$ cat config.mk
export PLATFORM = sky130hd
export DESIGN_NAME = lztd_ctrl
export DESIGN_NICKNAME = d
export VERILOG_FILES = /design/src/lztd_pkg.sv /design/src/lztd_ctrl.sv
export SDC_FILE = /design/constraint.sdc
export NUM_CORES = 1
export LEC_CHECK = 0
export BUFFER_PORTS_ARGS = -buffer_cell sky130_fd_sc_hd__buf_2
export CAP_MARGIN = 20
export CELL_PAD_IN_SITES_DETAIL_PLACEMENT = 1
export CELL_PAD_IN_SITES_GLOBAL_PLACEMENT = 1
export CORE_AREA = 2 2 39 41
export CTS_BUF_LIST = sky130_fd_sc_hd__clkbuf_8
export DETAILED_ROUTE_END_ITERATION = 7
export DIE_AREA = 0 0 41 43
export GPL_TIMING_DRIVEN = 0
export PLACE_DENSITY = 0.46
export SLEW_MARGIN = 10
export SYNTH_ARGS = -nofsm -noshare
export SYNTH_HDL_FRONTEND = slang
export SYNTH_SLANG_ARGS = --single-unit
$ cat constraint.sdc
create_clock -name clk -period 2 [get_ports clk]
set_clock_uncertainty 0.05 [all_clocks]
set_input_delay 0.3 -clock clk [delete_from_list [all_inputs] [get_ports clk]]
set_output_delay 0.3 -clock clk [all_outputs]
set_load 0.1 [all_outputs]
$ cat src/lztd_pkg.sv
// Package for the LZ77 token stream decoder.
// Holds the request types, the controller/datapath command and status
// structs, the token layout constants and the FSM state type. No dependencies.
package lztd_pkg;

  typedef struct packed {
    logic       start_of_stream;
    logic [7:0] in_byte;
  } in_item_t;

  typedef struct packed {
    logic [63:0] out_bytes;
    logic [3:0]  byte_count;
    logic        last_of_run;
    logic        bad_reference;
  } out_item_t;

  // what the byte at the input would cause if accepted now
  typedef enum logic [1:0] {
    KIND_NONE,
    KIND_LIT,
    KIND_BAD,
    KIND_COPY
  } in_kind_t;

  typedef enum logic [0:0] {
    ST_IDLE,
    ST_COPY
  } ctrl_state_t;

  typedef struct packed {
    logic accept;
    logic issue_rd;
    logic flush;
  } ctrl_cmd_t;

  typedef struct packed {
    in_kind_t kind;
    logic     remain_nz;
    logic     pack_room;
    logic     pack_full;
    logic     pack_nz;
    logic     rd_pending;
    logic     out_free;
  } dp_status_t;

  localparam logic [7:0]  TOKEN_OPEN   = 8'hFF;
  localparam logic [7:0]  BIT_ONE      = 8'h31;
  localparam logic [4:0]  OFFSET_LAST  = 5'd15;
  localparam logic [4:0]  LENGTH_FIRST = 5'd17;
  localparam logic [4:0]  LENGTH_LAST  = 5'd24;
  localparam logic [4:0]  TOKEN_LAST   = 5'd25;
  localparam logic [8:0]  MIN_MATCH    = 9'd3;
  localparam logic [15:0] COUNT_MAX    = 16'hFFFF;

endpackage

$ cat src/lztd_ctrl.sv
// Controller FSM for the LZ77 token stream decoder.
// Sequences input acceptance and copy runs; depends on lztd_pkg.
module lztd_ctrl (
  input  logic                clk,
  input  logic                rst_n,
  input  logic                in_valid,
  input  lztd_pkg::dp_status_t status,
  output lztd_pkg::ctrl_cmd_t  cmd,
  output logic                in_stall
);
  import lztd_pkg::*;

  ctrl_state_t state_r, state_nxt;

  always_ff @(posedge clk) begin
    if (!rst_n) begin
      state_r <= ST_IDLE;
    end else begin
      state_r <= state_nxt;
    end
  end

  always_comb begin
    state_nxt    = state_r;
    cmd.accept   = 1'b0;
    cmd.issue_rd = 1'b0;
    cmd.flush    = 1'b0;
    in_stall     = 1'b1;
    case (state_r)
      ST_IDLE: begin
        in_stall   = !status.out_free;
        cmd.accept = in_valid && status.out_free;
        if (cmd.accept && status.kind == KIND_COPY) begin
          state_nxt = ST_COPY;
        end
      end
      ST_COPY: begin
        cmd.issue_rd = status.remain_nz && status.pack_room;
        cmd.flush    = status.out_free &&
                       (status.pack_full ||
                        (status.pack_nz && !status.remain_nz && !status.rd_pending));
        if (cmd.flush && !status.remain_nz) begin
          state_nxt = ST_IDLE;
        end
      end
      default: begin
        state_nxt = ST_IDLE;
      end
    endcase
  end

endmodule

==> Word level (Yosys, flattened, before mapping) <==
Index checks and enable logic that the tools add are counted.
{ "totals": {"register_bits": 1, "output_inout_bits": 4, "in_bits": 11, "elab_cells": 20} }
{ "op_classes": {"n_eq_ne": 1, "mux": 6, "n_reduce_logical": 11, "n_bitwise": 1} }
{ "op_table": {"columns": ["cell", "count"], "rows": [
  ["logical AND 1 bit", 7],
  ["2-to-1 mux 1 bit", 4],
  ["logical NOT 1 bit", 3],
  ["equality test 2 bit, second input constant", 1],
  ["2-to-1 mux 2 bit", 1],
  ["case mux 1 bit (2 select lines)", 1],
  ["logical OR 1 bit", 1],
  ["inverter 1 bit", 1]
]} }

==> Logic depth before layout (Yosys ltp) <==
{ "logic_depth": {"word_depth": 8, "depth_mapped": 3, "depth_no_buf": 3} }

==> Worst setup path before layout <==
Ideal clock, no wire load.
{ "synth_path": {"path_type": "register -> output", "startpoint": "reg state_r", "endpoint": "out cmd[2] (netlist bit)", "path_slack_ps": -389, "stages_incl_launch_ff": 3, "n_path_buf": 0, "t_arrival_ps": 2039, "t_required_ps": 1650, "cell_sequence": "dfxtp_1 > nand2b_1 > nor2_2"} }
{ "synth_rtl": {"columns": ["element", "line_no", "source"], "rows": [
  ["from (decl)", "lztd_ctrl.sv:13", "ctrl_state_t state_r, state_nxt;"],
  ["from (signal assigned)", "lztd_ctrl.sv:19", "state_r <= state_nxt;"],
  ["to (decl)", "lztd_ctrl.sv:8", "output lztd_pkg::ctrl_cmd_t cmd,"]
]} }

==> run metrics <==
sequential element share of the synthesized area 21.3%; PortBufs 14; max-slew violations 0; post-CTS setup buffers 0; Slew @ Worst Pin between 400 and 500 ps; die span in x 41 um; most frequent cells in the layout buf_2, nor2b_1; YS warnings 0; # setup viols final 0; Worst slew margin between 60% and 70%; area of the multi-input gates approximately 78 um^2; core area 1380 um^2; fin crit share 81.5%; unrepaired setup endpoints after global routing no; layout cells sized above 1 between 60% and 70%; crit end category primary output; post-route ant nets 0; crit path from status[1]; pin count of the biggest net entering global routing 5; status completed; final hold vios 0; Detailed Route Iter0 Violations 1; fmax just over 0.6 GHz; finished layout cell area ~190 um^2; Max Cap Viol 0; Hold-fix buffers, CTS 0; Synth Area per Inst around 8 um^2; # resized after CTS 0; CP max FO 2; Synth top area share a little over a fifth; Placed Cells 42; vias per cell ~3.4; number of flip-flops under the largest register name 1; Die Area roughly 1800 um^2; VDD IR max approximately 0.000085 V; # IOs 15; Starting Density under 10%; Synth Cell Area approximately 94 um^2; Worst Hold Class reg -> reg; Cell Pwr Density 350 nW/um^2; Routed WL approximately 390 um; Rows 14; final cell utilization of the core around 14%; DRC 0; GRT overflow 0; CTS clock-pin slew for the worst setup and hold paths 0 ps; Die H ~43 um; post-synthesis cell count 12; WL/cell roughly 9 um; Distinct cells, synth 10; CP Launch Type input pin; area grow syn2layout 104%; number of synthesized register bits 1; Leak approximately 0.11 nW; RR Startpoint state_r; Worst Hold Launch state_r; most common cell after layout, fill and taps aside buf_2; Largest Register state_r; leading post-synthesis cells by cell area dfxtp_1, nor2b_1, a32o_1; FF+latch area ~20 um^2; vias in the first global route about 150; worst skew pair latency 0 ps; Total GRT Usage 4.20%; Placer Congestion about 0.62; Placed Instance Area approximately 190 um^2; Final Total Pwr between 0.06 and 0.07 mW; first-pass GRT wire length 552 um; drt pass-1 iters 2; syn_nets 23; WP data required roughly 1700 ps; post-layout min period 1630 ps; Fin Setup TNS 0 ps; Inserted Diodes 0; post-route insts no fill 42; initial antenna violation count 0; Regs by FF count state_r (1); Arr. time, crit path around 1300 ps; DP Wirelength roughly 370 um; Setup CP Type in -> out; fill cell count between 150 and 200; leading area contributor after synthesis dfxtp_1; via count ~140; Nets 39
-- cell usage after synthesis --
| cell type | n |
|---|---|
| nor2b_1 | 3 |
| a32o_1 | 1 |
| and3_1 | 1 |
| and3_2 | 1 |
| dfxtp_1 | 1 |
| inv_1 | 1 |
| nand2b_1 | 1 |
| nor2_2 | 1 |
| o211a_1 | 1 |
| o21ai_1 | 1 |
-- metrics by stage --
step	setup slack, ps	hold slack [ps]
after floorplan	238	412
after global placement	403	515
after detailed placement	368	512
after CTS	366	512
after global routing	302	528
final	370	507
-- final cells by class --
| cell class | count | share of cell area (%) |
|---|---|---|
| Inverter | 1 | 1.96 |
| Multi-Input combinational cell | 10 | 40.5 |
| Sequential cell | 1 | 10.5 |
| Tap cell | 16 | 10.5 |
| Timing Repair Buffer | 14 | 36.6 |
-- cells by family (layout without fill, tap and decap cells) --
| logic type | count (synthesis) | count (layout) | synth area share (%) |
|---|---|---|---|
| buffers and inverters | 1 | 15 | 4.00 |
| AND/OR/NAND/NOR | 7 | 7 | 48.0 |
| AO/OA/AOI/OAI | 3 | 3 | 26.7 |
| flip-flops | 1 | 1 | 21.3 |
-- power breakdown --
part           switching (mW)  internal [mW]
Combinational          0.0316         0.0136
Clock                       0              0
Sequential           0.000647         0.0210
-- worst paths after layout --
kind                                end  slack, ps  depth (start not counted)
worst max-delay path             cmd[0]        370                          5
worst min-delay path            state_r        510                          1
worst max register to register  state_r       1060                          3
worst min register to register  state_r        510                          1
-- per-layer routing --
layer  track usage (%)  up-vias  routed length, um
met5                 0        -                  0
met4                 0        0                  0
met3              1.57        0                 84
met2              5.31       15                121
met1              6.98       56                182
li1                  -       72                  -
-- worst max-delay path, cell delays in order --
cell and delay, ps:
buf_2 90, nor2b_1 160, nor2b_1 170, o211a_1 140, buf_2 420
(Power assumes the default switching activity.)
